===== config.mk =====
export PLATFORM = sky130hd
export DESIGN_NAME = cave_automaton_smoothing_pass
export DESIGN_NICKNAME = d
export VERILOG_FILES = /design/src/rtl/core/cas_pkg.sv /design/src/rtl/core/cave_automaton_smoothing_pass.sv /design/src/rtl/core/cas_line_buffer.sv /design/src/rtl/core/cas_regs.sv /design/src/rtl/core/cas_window.sv /design/src/rtl/core/cas_emitter.sv
export SDC_FILE = /design/constraint.sdc
export NUM_CORES = 1
export LEC_CHECK = 0
export ABC_AREA = 0
export BUFFER_PORTS_ARGS = -buffer_cell sky130_fd_sc_hd__buf_4
export CORE_ASPECT_RATIO = 1.25
export CORE_MARGIN = 8
export CORE_UTILIZATION = 56
export DETAILED_ROUTE_END_ITERATION = 10
export GPL_TIMING_DRIVEN = 0
export PLACE_DENSITY_LB_ADDON = 0.3
export SETUP_SLACK_MARGIN = 0.15
export SKIP_LAST_GASP = 1
export SLEW_MARGIN = 15
export SYNTH_ARGS = -nofsm -noshare
export SYNTH_HDL_FRONTEND = slang
export SYNTH_HIERARCHICAL = 1
export SYNTH_SLANG_ARGS = --single-unit

===== constraint.sdc =====
create_clock -name clk -period 4.95 [get_ports clk]
set_input_delay 0.7425 -clock clk [delete_from_list [all_inputs] [get_ports clk]]
set_output_delay 0.7425 -clock clk [all_outputs]
set_load 0.1 [all_outputs]

===== src/rtl/core/cas_pkg.sv =====
`timescale 1ns / 1ps

package cas_pkg;

    localparam int ADDR_W     = 4;
    localparam int DATA_W     = 32;
    localparam int MAX_HEIGHT = 4096;

    localparam logic [8:0]  WIDTH_RESET     = 9'd80;
    localparam logic [12:0] HEIGHT_RESET    = 13'd40;
    localparam logic [3:0]  THRESHOLD_RESET = 4'd5;

    typedef enum logic [1:0] {
        REG_GRID_WIDTH     = 2'd0,
        REG_GRID_HEIGHT    = 2'd1,
        REG_WALL_THRESHOLD = 2'd2
    } cas_reg_t;

    // Geometry and rule settings handed from the register block to the window stage.
    typedef struct packed {
        logic [11:0] last_row;
        logic [3:0]  thr;
        logic        clear;
    } cas_geom_t;

    typedef struct packed {
        logic [7:0]  x;
        logic [11:0] y;
        logic        wall;
    } cas_res_t;

    // Up to three results of one input word, packed from entry 0 upwards.
    typedef struct packed {
        logic [1:0]       count;
        cas_res_t [2:0]   res;
    } cas_set_t;

endpackage


===== src/rtl/core/cave_automaton_smoothing_pass.sv =====
`timescale 1ns / 1ps
// An accepted word is registered in the window stage, and its results in the emitter.
// One word per cycle while m_tready is high; a word with two or three results holds the
// input until its last result leaves, as the output port carries one result word per cycle.
// Reset: counters, window and registers return to their defaults; the line buffer is
// not cleared and needs no clearing pass.

module cave_automaton_smoothing_pass #(
    parameter int MAX_WIDTH = 256
) (
    input  logic                       clk,
    input  logic                       rst_n,
    input  logic                       s_tvalid,
    output logic                       s_tready,
    input  logic [7:0]                 s_tdata,   // [0] cell_wall
    output logic                       m_tvalid,
    input  logic                       m_tready,
    output logic [23:0]                m_tdata,   // [7:0] out_x, [19:8] out_y, [20] out_wall
    output logic                       m_tlast,
    input  logic                       psel,
    input  logic                       penable,
    input  logic                       pwrite,
    input  logic [cas_pkg::ADDR_W-1:0] paddr,
    input  logic [cas_pkg::DATA_W-1:0] pwdata,
    output logic [cas_pkg::DATA_W-1:0] prdata,
    output logic                       pready
);

    localparam int COL_W = $clog2(MAX_WIDTH);

    logic [COL_W-1:0]   last_col;
    cas_pkg::cas_geom_t geom;
    logic               in_accept;
    logic               advance;
    logic               load;
    logic               free;
    logic               s1_valid;
    cas_pkg::cas_set_t  set;
    logic [COL_W-1:0]   rd_addr;
    logic [COL_W-1:0]   wr_addr;
    logic [1:0]         rd_data;
    logic [1:0]         wr_data;

    // A word with no results leaves the window stage whatever the output side does.
    assign advance   = s1_valid && (set.count == 2'd0 || free);
    assign load      = advance && (set.count != 2'd0);
    assign s_tready  = !s1_valid || advance;
    assign in_accept = s_tvalid && s_tready;

    cas_regs #(
        .MAX_WIDTH (MAX_WIDTH),
        .COL_W     (COL_W)
    ) u_regs (
        .clk      (clk),
        .rst_n    (rst_n),
        .psel     (psel),
        .penable  (penable),
        .pwrite   (pwrite),
        .paddr    (paddr),
        .pwdata   (pwdata),
        .prdata   (prdata),
        .pready   (pready),
        .last_col (last_col),
        .geom     (geom)
    );

    cas_line_buffer #(
        .DEPTH (MAX_WIDTH),
        .AW    (COL_W)
    ) u_line_buffer (
        .clk     (clk),
        .rst_n   (rst_n),
        .rd_en   (in_accept),
        .rd_addr (rd_addr),
        .rd_data (rd_data),
        .wr_en   (advance),
        .wr_addr (wr_addr),
        .wr_data (wr_data)
    );

    cas_window #(
        .COL_W (COL_W)
    ) u_window (
        .clk       (clk),
        .rst_n     (rst_n),
        .in_accept (in_accept),
        .in_bit    (s_tdata[0]),
        .advance   (advance),
        .last_col  (last_col),
        .geom      (geom),
        .rd_data   (rd_data),
        .rd_addr   (rd_addr),
        .wr_addr   (wr_addr),
        .wr_data   (wr_data),
        .s1_valid  (s1_valid),
        .set       (set)
    );

    cas_emitter u_emitter (
        .clk      (clk),
        .rst_n    (rst_n),
        .load     (load),
        .set_in   (set),
        .free     (free),
        .m_tready (m_tready),
        .m_tvalid (m_tvalid),
        .m_tdata  (m_tdata),
        .m_tlast  (m_tlast)
    );

endmodule


===== src/rtl/core/cas_line_buffer.sv =====
`timescale 1ns / 1ps

module cas_line_buffer #(
    parameter int DEPTH = 256,
    parameter int AW    = 8
) (
    input  logic          clk,
    input  logic          rst_n,
    input  logic          rd_en,
    input  logic [AW-1:0] rd_addr,
    output logic [1:0]    rd_data,
    input  logic          wr_en,
    input  logic [AW-1:0] wr_addr,
    input  logic [1:0]    wr_data
);

    // Bit 0 holds the row two above the current one, bit 1 the row just above.
    logic [1:0] mem [DEPTH];
    logic [1:0] rd_data_reg;

    always_ff @(posedge clk)
    begin
        if (wr_en)
        begin
            mem[wr_addr] <= wr_data;
        end
    end

    always_ff @(posedge clk)
    begin
        if (rd_en)
        begin
            rd_data_reg <= mem[rd_addr];
        end
    end

    assign rd_data = rd_data_reg;

    // Columns of consecutive words differ, so a read never meets a write to its entry.
    a_no_collision: assert property (@(posedge clk) disable iff (!rst_n)
        (rd_en && wr_en) |-> (rd_addr != wr_addr))
        else $error("line buffer read and write hit the same column");

endmodule


===== src/rtl/core/cas_regs.sv =====
`timescale 1ns / 1ps

module cas_regs #(
    parameter int MAX_WIDTH = 256,
    parameter int COL_W     = 8
) (
    input  logic                       clk,
    input  logic                       rst_n,
    input  logic                       psel,
    input  logic                       penable,
    input  logic                       pwrite,
    input  logic [cas_pkg::ADDR_W-1:0] paddr,
    input  logic [cas_pkg::DATA_W-1:0] pwdata,
    output logic [cas_pkg::DATA_W-1:0] prdata,
    output logic                       pready,
    output logic [COL_W-1:0]           last_col,
    output cas_pkg::cas_geom_t         geom
);

    logic [8:0]        grid_width_reg;
    logic [8:0]        grid_width_next;
    logic [12:0]       grid_height_reg;
    logic [12:0]       grid_height_next;
    logic [3:0]        wall_threshold_reg;
    logic [3:0]        wall_threshold_next;
    logic              clear_reg;
    logic              clear_next;
    logic              wr;
    cas_pkg::cas_reg_t sel;

    assign pready = 1'b1;
    assign wr     = psel && penable && pwrite;
    assign sel    = cas_pkg::cas_reg_t'(paddr[3:2]);

    always_comb
    begin
        grid_width_next     = grid_width_reg;
        grid_height_next    = grid_height_reg;
        wall_threshold_next = wall_threshold_reg;
        clear_next          = 1'b0;
        if (wr)
        begin
            unique case (sel)
                cas_pkg::REG_GRID_WIDTH:
                begin
                    grid_width_next = pwdata[8:0];
                    clear_next      = 1'b1;
                end
                cas_pkg::REG_GRID_HEIGHT:
                begin
                    grid_height_next = pwdata[12:0];
                    clear_next       = 1'b1;
                end
                cas_pkg::REG_WALL_THRESHOLD:
                begin
                    wall_threshold_next = pwdata[3:0];
                end
                default:
                begin
                    clear_next = 1'b0;
                end
            endcase
        end
    end

    always_ff @(posedge clk or negedge rst_n)
    begin
        if (!rst_n)
        begin
            grid_width_reg     <= cas_pkg::WIDTH_RESET;
            grid_height_reg    <= cas_pkg::HEIGHT_RESET;
            wall_threshold_reg <= cas_pkg::THRESHOLD_RESET;
            clear_reg          <= 1'b0;
        end
        else
        begin
            grid_width_reg     <= grid_width_next;
            grid_height_reg    <= grid_height_next;
            wall_threshold_reg <= wall_threshold_next;
            clear_reg          <= clear_next;
        end
    end

    always_comb
    begin
        unique case (sel)
            cas_pkg::REG_GRID_WIDTH:     prdata = {23'd0, grid_width_reg};
            cas_pkg::REG_GRID_HEIGHT:    prdata = {19'd0, grid_height_reg};
            cas_pkg::REG_WALL_THRESHOLD: prdata = {28'd0, wall_threshold_reg};
            default:                     prdata = '0;
        endcase
    end

    // Geometry outside the supported range is clamped.
    always_comb
    begin
        if (grid_width_reg < 9'd3)
        begin
            last_col = COL_W'(2);
        end
        else if (32'(grid_width_reg) > MAX_WIDTH)
        begin
            last_col = COL_W'(MAX_WIDTH - 1);
        end
        else
        begin
            last_col = COL_W'(grid_width_reg - 9'd1);
        end

        if (grid_height_reg < 13'd3)
        begin
            geom.last_row = 12'd2;
        end
        else if (grid_height_reg > 13'(cas_pkg::MAX_HEIGHT))
        begin
            geom.last_row = 12'(cas_pkg::MAX_HEIGHT - 1);
        end
        else
        begin
            geom.last_row = 12'(grid_height_reg - 13'd1);
        end

        geom.thr = wall_threshold_reg;

        // The frame restarts on the edge at which a geometry register is written.
        geom.clear = clear_next;
    end

    a_clear_pulse: assert property (@(posedge clk) disable iff (!rst_n)
        clear_reg |-> $past(wr))
        else $error("frame restart without a geometry write");

endmodule


===== src/rtl/core/cas_window.sv =====
`timescale 1ns / 1ps

module cas_window #(
    parameter int COL_W = 8
) (
    input  logic               clk,
    input  logic               rst_n,
    input  logic               in_accept,
    input  logic               in_bit,
    input  logic               advance,
    input  logic [COL_W-1:0]   last_col,
    input  cas_pkg::cas_geom_t geom,
    input  logic [1:0]         rd_data,
    output logic [COL_W-1:0]   rd_addr,
    output logic [COL_W-1:0]   wr_addr,
    output logic [1:0]         wr_data,
    output logic               s1_valid,
    output cas_pkg::cas_set_t  set
);

    logic [COL_W-1:0] col_count_reg;
    logic [COL_W-1:0] col_count_next;
    logic [11:0]      row_count_reg;
    logic [11:0]      row_count_next;
    logic             s1_valid_reg;
    logic             s1_valid_next;
    logic [COL_W-1:0] s1_col_reg;
    logic [11:0]      s1_row_reg;
    logic             s1_bit_reg;
    logic [8:0]       win_reg;
    logic [8:0]       win_next;
    logic [8:0]       new_win;
    logic [3:0]       walls;
    logic             smoothed;
    logic [1:0]       n;

    always_comb
    begin
        col_count_next = col_count_reg;
        row_count_next = row_count_reg;
        if (geom.clear)
        begin
            col_count_next = '0;
            row_count_next = '0;
        end
        else if (in_accept)
        begin
            if (col_count_reg == last_col)
            begin
                col_count_next = '0;
                row_count_next = (row_count_reg == geom.last_row) ? 12'd0
                                                                  : row_count_reg + 12'd1;
            end
            else
            begin
                col_count_next = col_count_reg + COL_W'(1);
            end
        end
    end

    always_comb
    begin
        if (in_accept)
        begin
            s1_valid_next = 1'b1;
        end
        else if (advance)
        begin
            s1_valid_next = 1'b0;
        end
        else
        begin
            s1_valid_next = s1_valid_reg;
        end
    end

    // Window bit 3*k+j: column k (2 newest), row j (2 current row).
    assign new_win = {s1_bit_reg, rd_data, win_reg[8:3]};

    always_comb
    begin
        if (geom.clear)
        begin
            win_next = '0;
        end
        else if (advance)
        begin
            win_next = new_win;
        end
        else
        begin
            win_next = win_reg;
        end
    end

    always_ff @(posedge clk or negedge rst_n)
    begin
        if (!rst_n)
        begin
            col_count_reg <= '0;
            row_count_reg <= '0;
            s1_valid_reg  <= 1'b0;
            win_reg       <= '0;
        end
        else
        begin
            col_count_reg <= col_count_next;
            row_count_reg <= row_count_next;
            s1_valid_reg  <= s1_valid_next;
            win_reg       <= win_next;
        end
    end

    always_ff @(posedge clk)
    begin
        if (in_accept)
        begin
            s1_col_reg <= col_count_reg;
            s1_row_reg <= row_count_reg;
            s1_bit_reg <= in_bit;
        end
    end

    assign rd_addr  = col_count_reg;
    assign wr_addr  = s1_col_reg;
    assign wr_data  = {s1_bit_reg, rd_data[1]};
    assign s1_valid = s1_valid_reg;

    assign walls = 4'(new_win[0]) + 4'(new_win[1]) + 4'(new_win[2]) + 4'(new_win[3])
                 + 4'(new_win[5]) + 4'(new_win[6]) + 4'(new_win[7]) + 4'(new_win[8]);

    // Cells in the first row or column pass through; interior cells follow the rule.
    assign smoothed = (s1_col_reg == COL_W'(1) || s1_row_reg == 12'd1) ? new_win[4]
                                                                      : (walls >= geom.thr);

    always_comb
    begin
        set = '0;
        n   = 2'd0;
        if (s1_row_reg != 12'd0 && s1_col_reg != '0)
        begin
            set.res[n].x    = 8'(s1_col_reg - COL_W'(1));
            set.res[n].y    = s1_row_reg - 12'd1;
            set.res[n].wall = smoothed;
            n = n + 2'd1;
        end
        if (s1_row_reg != 12'd0 && s1_col_reg == last_col)
        begin
            set.res[n].x    = 8'(s1_col_reg);
            set.res[n].y    = s1_row_reg - 12'd1;
            set.res[n].wall = new_win[7];
            n = n + 2'd1;
        end
        if (s1_row_reg == geom.last_row)
        begin
            set.res[n].x    = 8'(s1_col_reg);
            set.res[n].y    = s1_row_reg;
            set.res[n].wall = s1_bit_reg;
            n = n + 2'd1;
        end
        set.count = n;
    end

    a_col_in_range: assert property (@(posedge clk) disable iff (!rst_n)
        col_count_reg <= last_col)
        else $error("column counter beyond the row width");

    a_row_in_range: assert property (@(posedge clk) disable iff (!rst_n)
        row_count_reg <= geom.last_row)
        else $error("row counter beyond the frame height");

endmodule


===== src/rtl/core/cas_emitter.sv =====
`timescale 1ns / 1ps

module cas_emitter (
    input  logic              clk,
    input  logic              rst_n,
    input  logic              load,
    input  cas_pkg::cas_set_t set_in,
    output logic              free,
    input  logic              m_tready,
    output logic              m_tvalid,
    output logic [23:0]       m_tdata,
    output logic              m_tlast
);

    logic              valid_reg;
    logic              valid_next;
    logic [1:0]        idx_reg;
    logic [1:0]        idx_next;
    cas_pkg::cas_set_t set_reg;
    cas_pkg::cas_res_t cur;
    logic              last;
    logic              take;

    assign cur  = set_reg.res[idx_reg];
    assign last = (idx_reg == set_reg.count - 2'd1);
    assign take = valid_reg && m_tready;
    assign free = !valid_reg || (take && last);

    always_comb
    begin
        valid_next = valid_reg;
        idx_next   = idx_reg;
        if (load)
        begin
            valid_next = 1'b1;
            idx_next   = 2'd0;
        end
        else if (take)
        begin
            if (last)
            begin
                valid_next = 1'b0;
            end
            else
            begin
                idx_next = idx_reg + 2'd1;
            end
        end
    end

    always_ff @(posedge clk or negedge rst_n)
    begin
        if (!rst_n)
        begin
            valid_reg <= 1'b0;
            idx_reg   <= 2'd0;
        end
        else
        begin
            valid_reg <= valid_next;
            idx_reg   <= idx_next;
        end
    end

    always_ff @(posedge clk)
    begin
        if (load)
        begin
            set_reg <= set_in;
        end
    end

    assign m_tvalid = valid_reg;
    assign m_tdata  = {3'd0, cur.wall, cur.y, cur.x};
    assign m_tlast  = last;

    a_idx_in_set: assert property (@(posedge clk) disable iff (!rst_n)
        valid_reg |-> (idx_reg < set_reg.count))
        else $error("result index beyond the held set");

endmodule

==> out/metrics.cfg, run 1 <==
[grt]
gr-total-overflow=0
antenna_found_initial=0
grt_pass1_wl_um=122000
grt_usage_pct=26.8
grt_pass1_vias=19503
grt_max_degree=147

[worst_setup_path]
worstSetupPathType=flip-flop to output pin
start_kind=flip-flop
rr_startpoint=u_regs/grid_height_reg[0]
max_stage_delay_ns=0.49
critPathMaxFanout=8
r2r_end=u_line_buffer/mem[96][0]
crit_path_top_delay_cell=dfrtp_1
rr_worst_depth=18
critPathArrivalTime_ns=4.08
crit_path_cell_trace=inv_1, ha_1, nor3b_2, nand3_1, xor2_1, a21oi_1, xnor2_1, and4_2, nand3_4, nand2_1, o21ai_4, o21ba_4, nand2_2, buf_12
critPathBufInv=2
required_ns=4.21
crit_path_end_kind=output pin
crit_family=simple AND/OR/NAND/NOR gates
reg2reg_slack_ns=0.18

[sta]
finalMaxSlewViolations=0
hold_viol=0
maxClockFrequency_mhz=207
fin_skew_ns=0.0173
setup_viol=0
fin_tns_setup_ns=0
grt_setup_unrepaired=true
worst_pin_slew_ns=1.20
slew_headroom_pct=19.2
final.min_clock_period_ns=4.83
layout_worst_path_cycle_share_pct=97.5

[finish]
antenna_cells=0
area_growth_pct=14.1
fill_cells=3761
largest_register_ffs=512
nNetsFinal=2358
final_layout_size_suffix_gt1_share_pct=21.2
final_cell_area_sq_um=34400
final_core_util_pct=64.3

[synthesis]
syn_area_per_cell_sq_um=14.4
synth_flop_cell=edfxtp_1
synth.area.top_cells=edfxtp_1, mux4_2, dfrtp_1, nor2_1, mux2i_1
synthArstFlopShare_pct=8.54
yosys_warnings=6
yosysUniqueCellTypes=92
synth_seq_cells=656
yosysMostFrequentCell=edfxtp_1
synth_top_area_share_pct=59.8
synth_top_area_cell=edfxtp_1
synth_edf_count=600
syn-cell-area_sq_um=30200
synthCells=2091
synth_commonest_cells=edfxtp_1, nor2_1, mux2i_1, nand2_1, clkbuf_1
ys_seq_area_share_pct=64.4

[drt]
drc=0
drtIter0Drc=2648
firstDrtPassIters=8
vias=19539
ant_nets=0
via_per_inst=6.51
wl_per_cell_um=27.9
totalWireLength_um=83800

[die]
initial_core_util_pct=56.4
io_pins=111
fp-row-count=95
die-area_sq_um=61600
dieHeight_um=275
core_area_sq_um=53500
die_w_um=224

[cts]
cts_sinks=656
cts_buffers=61
cts_hold_buf=0
cts_tree=done
cts.htree.levels=2
clk_pin_slew_ns=0.07
insertion_delay_ns=0.64
cts.path.max_buffers=3
clockRootBuffer=clkbuf_16

[worst_hold_path]
hold_class=input port to asynchronous set/reset pin

[place]
dp_hpwl_um=56400
place.port_buffers=59
globalplace.congestion=0.982
placed_area_sq_um=31700

[power_and_ir_drop]
power_density_nw_per_um2=579
ir_drop_mv=0.480
power_leakage_nw=11.5

[job]
maxCapViolCount=0

[outcome]
status=finished, final reports clean

## cells in the final DEF, fill, tap and decap left out, types with 29 or more instances in the layout
master     netlist  layout
nor2_1         306     285
xnor2_1         31      29
buf_4           30     125
nand3_1         45      33
nand2_1         95      92
inv_1           44      43
edfxtp_1       600     600
mux4_2          82      82
and2_1          30      30
o21ai_0         62      59
clkbuf_1        85      82
mux2_2          32      32
dfrtp_1         50      49
clkbuf_16        0      62
mux2i_1        103     103
## how the worst max path moves through the flow
stage / from / end / slack [ns] / cells past startpoint
2_1_floorplan: u_regs/grid_width_reg[3] / u_window/row_count_reg[9] / 0.20 / 17
3_3_place_gp: u_regs/grid_width_reg[3] / u_line_buffer/mem[58][1] / -1.13 / 17
3_5_place_dp: u_regs/grid_width_reg[3] / u_line_buffer/mem[58][0] / -1.38 / 17
4_1_cts: u_regs/grid_width_reg[3] / u_line_buffer/mem[48][0] / 0.15 / 17
5_1_grt: u_regs/grid_height_reg[0] / s_tready / 0.03 / 14
6_report: u_regs/grid_height_reg[0] / s_tready / 0.12 / 14
## logic make-up (layout without fill, tap and decap cells)
kind of cell | Yosys count | in the layout | synth area share, %
simple gates | 617 | 617 | 9.57
flops | 656 | 656 | 64.4
fa+ha+maj | 28 | 28 | 1.26
xor+xnor | 57 | 57 | 1.66
buf+inv | 212 | 423 | 3.98
mux | 237 | 237 | 12.5
other cells | 3 | 23 | 0.0373
compound gates | 281 | 282 | 6.58
## timing repair
action                                  CTS  global route
endpoints found under the setup margin  597           490
buffers inserted                         19            22
pin swaps                                10             8
hold endpoints to repair                  0             0
cloned                                    1             0
gates resized for setup                  89            68
## metal layers
layer | vias to the layer above | global-route usage, % | wire length [um]
met5 | - | 0 | 0
met4 | 0 | 16.9 | 6180
met3 | 316 | 4.18 | 6930
met2 | 1201 | 46.8 | 42200
met1 | 9685 | 31.0 | 28500
li1 | 8337 | - | -
## metrics by stage
stage / std cells / setup WS [ns] / power, mW / hold slack (ns)
6_report: 3002 / 0.124 / 19.9 / 0.180
5_1_grt: 3002 / 0.0276 / 20.6 / 0.207
4_1_cts: 2980 / 0.147 / 19.8 / 0.184
3_5_place_dp: 2853 / -1.38 / 15.1 / 0.431
3_3_place_gp: 2849 / -1.13 / 14.9 / 0.432
2_1_floorplan: 2111 / 0.196 / 12.7 / 0.423
## power by group
group          switching, mW  internal (mW)  leakage, nW
registers              0.352           7.04         6.12
logic                   5.36           2.66         4.43
clock network           2.01           2.51        0.916
total                   7.72           12.2         11.5
## cell type report
class / count / area [sq um] / share of cell area (%)
Clock buffer: 81 / 1630 / 4.74
Sequential cell: 656 / 19400 / 56.5
Tap cell: 679 / 850 / 2.47
Multi-Input combinational cell: 1244 / 9950 / 28.9
Inverter: 47 / 179 / 0.520
Buffer: 165 / 1240 / 3.61
Clock inverter: 26 / 248 / 0.720
Timing Repair Buffer: 104 / 882 / 2.56
Note: power is estimated with default switching activity, not from simulation.
==> run 2: changes to the inputs <==
--- a/config.mk
+++ b/config.mk
@@ -6,11 +6,11 @@
 export NUM_CORES = 1
 export LEC_CHECK = 0
 export ABC_AREA = 0
-export BUFFER_PORTS_ARGS = -buffer_cell sky130_fd_sc_hd__buf_4
 export CORE_ASPECT_RATIO = 1.25
 export CORE_MARGIN = 8
-export CORE_UTILIZATION = 56
+export CORE_UTILIZATION = 58
 export DETAILED_ROUTE_END_ITERATION = 10
+export DONT_BUFFER_PORTS = 1
 export GPL_TIMING_DRIVEN = 0
 export PLACE_DENSITY_LB_ADDON = 0.3
 export SETUP_SLACK_MARGIN = 0.15
==> run 2 against run 1 <==
Compared with the run above: critical path depth unchanged; worst hold slack better by 0.057 ns; first-iteration DRC count increased by 17%; critical path type unchanged; highest routed layer is now met5.
==> out/metrics.cfg, run 2 (synthesis results as in run 1) <==
[place]
globalplace.congestion=0.954  ; was 0.982
place_ws_ns=-1.44  ; was -1.38 ns
place.port_buffers=0  ; was 59
placed_area_sq_um=31300  ; was 31700 sq um
dp_hpwl_um=56300  ; was 56400 um

[grt]
grt_max_degree=148  ; was 147
gr-total-overflow=0  ; unchanged
grt_usage_pct=28.3  ; was 26.8%
grt_pass1_vias=19725  ; was 19.5k
antenna_found_initial=1  ; was 0
grt_pass1_wl_um=124000  ; was 122000 um

[die]
dieHeight_um=271  ; was 275 um
die_w_um=220  ; was 224 um
io_pins=111  ; unchanged
initial_core_util_pct=58.6  ; was 56.4%
core_area_sq_um=51400  ; was 53500 sq um
fp-row-count=93  ; was 95
die-area_sq_um=59600  ; was 61600 sq um

[sta]
final.min_clock_period_ns=4.77  ; was 4.83 ns
layout_worst_path_cycle_share_pct=96.3  ; was 97.5%
maxClockFrequency_mhz=210  ; was 207 MHz
worst_pin_slew_ns=1.21  ; was 1.20 ns
hold_viol=0  ; unchanged
fin_skew_ns=0.0267  ; was 0.0173 ns
finalMaxSlewViolations=0  ; unchanged
slew_headroom_pct=19.2  ; about the same
grt_setup_unrepaired=true  ; unchanged
worst_slack_ns=0.185  ; was 0.124 ns
setup_viol=0  ; unchanged

[cts]
cts.path.max_buffers=3  ; unchanged
cts_buffers=66  ; was 61
clockRootBuffer=clkbuf_16  ; unchanged
cts_tree=done  ; unchanged
cts_sinks=656  ; unchanged
clk_pin_slew_ns=0.06  ; was 0.07 ns
insertion_delay_ns=0.62  ; was 0.64 ns
cts.htree.levels=3  ; was 2

[power_and_ir_drop]
power_density_nw_per_um2=589  ; was 579 nW/um^2
clockPowerShare_pct=24.4  ; was 22.7%
ir_drop_mv=0.429  ; was 0.480 mV
power_leakage_nw=11.3  ; was 11.5 nW
p_comb_share_pct=38.7  ; was 40.2%
p_sw_share_pct=38.8  ; was 38.7%
intPower_mw=12.4  ; was 12.2 mW
p_sw_mw=7.83  ; was 7.72 mW
pwr-share-seq_pct=36.8  ; was 37.1%

[finish]
fill_cells=3494  ; was 3761
final_layout_size_suffix_gt1_share_pct=20.7  ; was 21.2%
final_common_cell=edfxtp_1  ; unchanged
nNetsFinal=2295  ; was 2358
final_core_util_pct=66.7  ; was 64.3%
largest_register_ffs=512  ; unchanged
area_growth_pct=13.8  ; was 14.1%
final_cell_mix=edfxtp_1, nor2_1, mux2i_1  ; was edfxtp_1, nor2_1, buf_4
final_cell_area_sq_um=34300  ; was 34400 sq um
antenna_cells=0  ; unchanged

[drt]
vias=19413  ; was 19.5k
ant_nets=0  ; unchanged
wl_per_cell_um=29.1  ; was 27.9 um
drc=0  ; unchanged
via_per_inst=6.63  ; was 6.51
drtIter0Drc=3101  ; was 2648
totalWireLength_um=85300  ; was 83800 um
firstDrtPassIters=6  ; was 8

[worst_setup_path]
start_kind=flip-flop  ; unchanged
critPathArrivalTime_ns=4.02  ; was 4.08 ns
crit_path_end_kind=output pin  ; unchanged
required_ns=4.21  ; about the same
critPathMaxFanout=7  ; was 8
worstSetupPathType=flip-flop to output pin  ; unchanged

[worst_hold_path]
hold_class=input port to flip-flop  ; was input port to asynchronous set/reset pin

[job]
maxCapViolCount=0  ; unchanged

[outcome]
status=finished, final reports clean  ; unchanged

[run 2: cell types whose count changed in the layout (fill, tap and decap cells not counted), sizes merged]
| cell | previous run | this run |
|---|---|---|
| buf | 194 | 123 |
| bufinv | 4 | 6 |
| clkbuf | 155 | 156 |
| clkinv | 19 | 26 |
| dlygate4sd3 | 0 | 1 |
| inv | 49 | 50 |
[run 2: per-layer routing]
layer	global-route usage [%]	up-vias	routed length, um
li1	-	8218	-
met1	32.4	9604	27900
met2	47.1	1256	42500
met3	5.90	333	8080
met4	19.5	2	6910
met5	0	-	13
[run 2: stage by stage]
step           setup TNS [ns]  cells  total power, mW  hold slack [ns]
2_1_floorplan               0   2111             12.7            0.423
3_3_place_gp          -475.64   2776             14.7            0.448
3_5_place_dp          -524.83   2779             14.9            0.449
4_1_cts                     0   2912             20.1            0.209
5_1_grt                     0   2929             20.8            0.213
6_report                    0   2929             20.2            0.237
[run 2: power groups by stage]
stage / combinational, mW / clock [mW] / sequential [mW]
final: 7.83 / 4.94 / 7.44
after global routing: 8.15 / 5.20 / 7.48
after CTS: 7.65 / 4.99 / 7.43
after detailed placement: 7.40 / 0 / 7.53
after global placement: 7.10 / 0 / 7.57
after floorplan: 5.27 / 0 / 7.40
[run 2: timing repair]
action / 4_1_cts / 5_1_grt
setup endpoints to repair: 563 / 416
hold buffers: 2 / 0
buffers inserted: 13 / 14
gates resized for setup: 104 / 57
pin swaps: 11 / 7
hold endpoints to repair: 56 / 0
cloned: 2 / 3
[run 2: cell type report]
type                       count  area [sq um]  area share (%)
buffer                       165          1280            3.74
clock buffer                  80          1760            5.12
clock inverter                36           365            1.07
inverter                      47           181           0.529
multi-input combinational   1244         10100            29.3
sequential                   656         19400            56.6
tap                          665           832            2.43
timing repair buffer          36           398            1.16
[run 2: critical path, stage by stage, from the launching register on]
cell and delay, ns:
dfrtp_2 0.44, or3_4 0.41, or4_4 0.46, a211oi_4 0.18, buf_6 0.16, nand3b_1 0.12, buf_4 0.15, xnor2_1 0.12
nand4_1 0.18, nor2_4 0.19, nand2_4 0.09, ha_4 0.28, xnor2_4 0.18, o21ba_4 0.28, nand2_8 0.17
[run 2: worst paths after layout]
kind,depth (start not counted),slack (ns),end,from
max,14,0.18,s_tready,u_regs/grid_width_reg[3]
min,0,0.24,u_window/s1_bit_reg,s_tdata[0]
max reg2reg,19,0.22,u_line_buffer/mem[228][1],u_regs/grid_width_reg[3]
min reg2reg,0,0.46,u_window/s1_row_reg[7],u_window/row_count_reg[7]
max in group asynchronous,2,3.97,u_regs/wall_threshold_reg[2],rst_n
min in group asynchronous,2,0.69,u_regs/grid_height_reg[0],rst_n
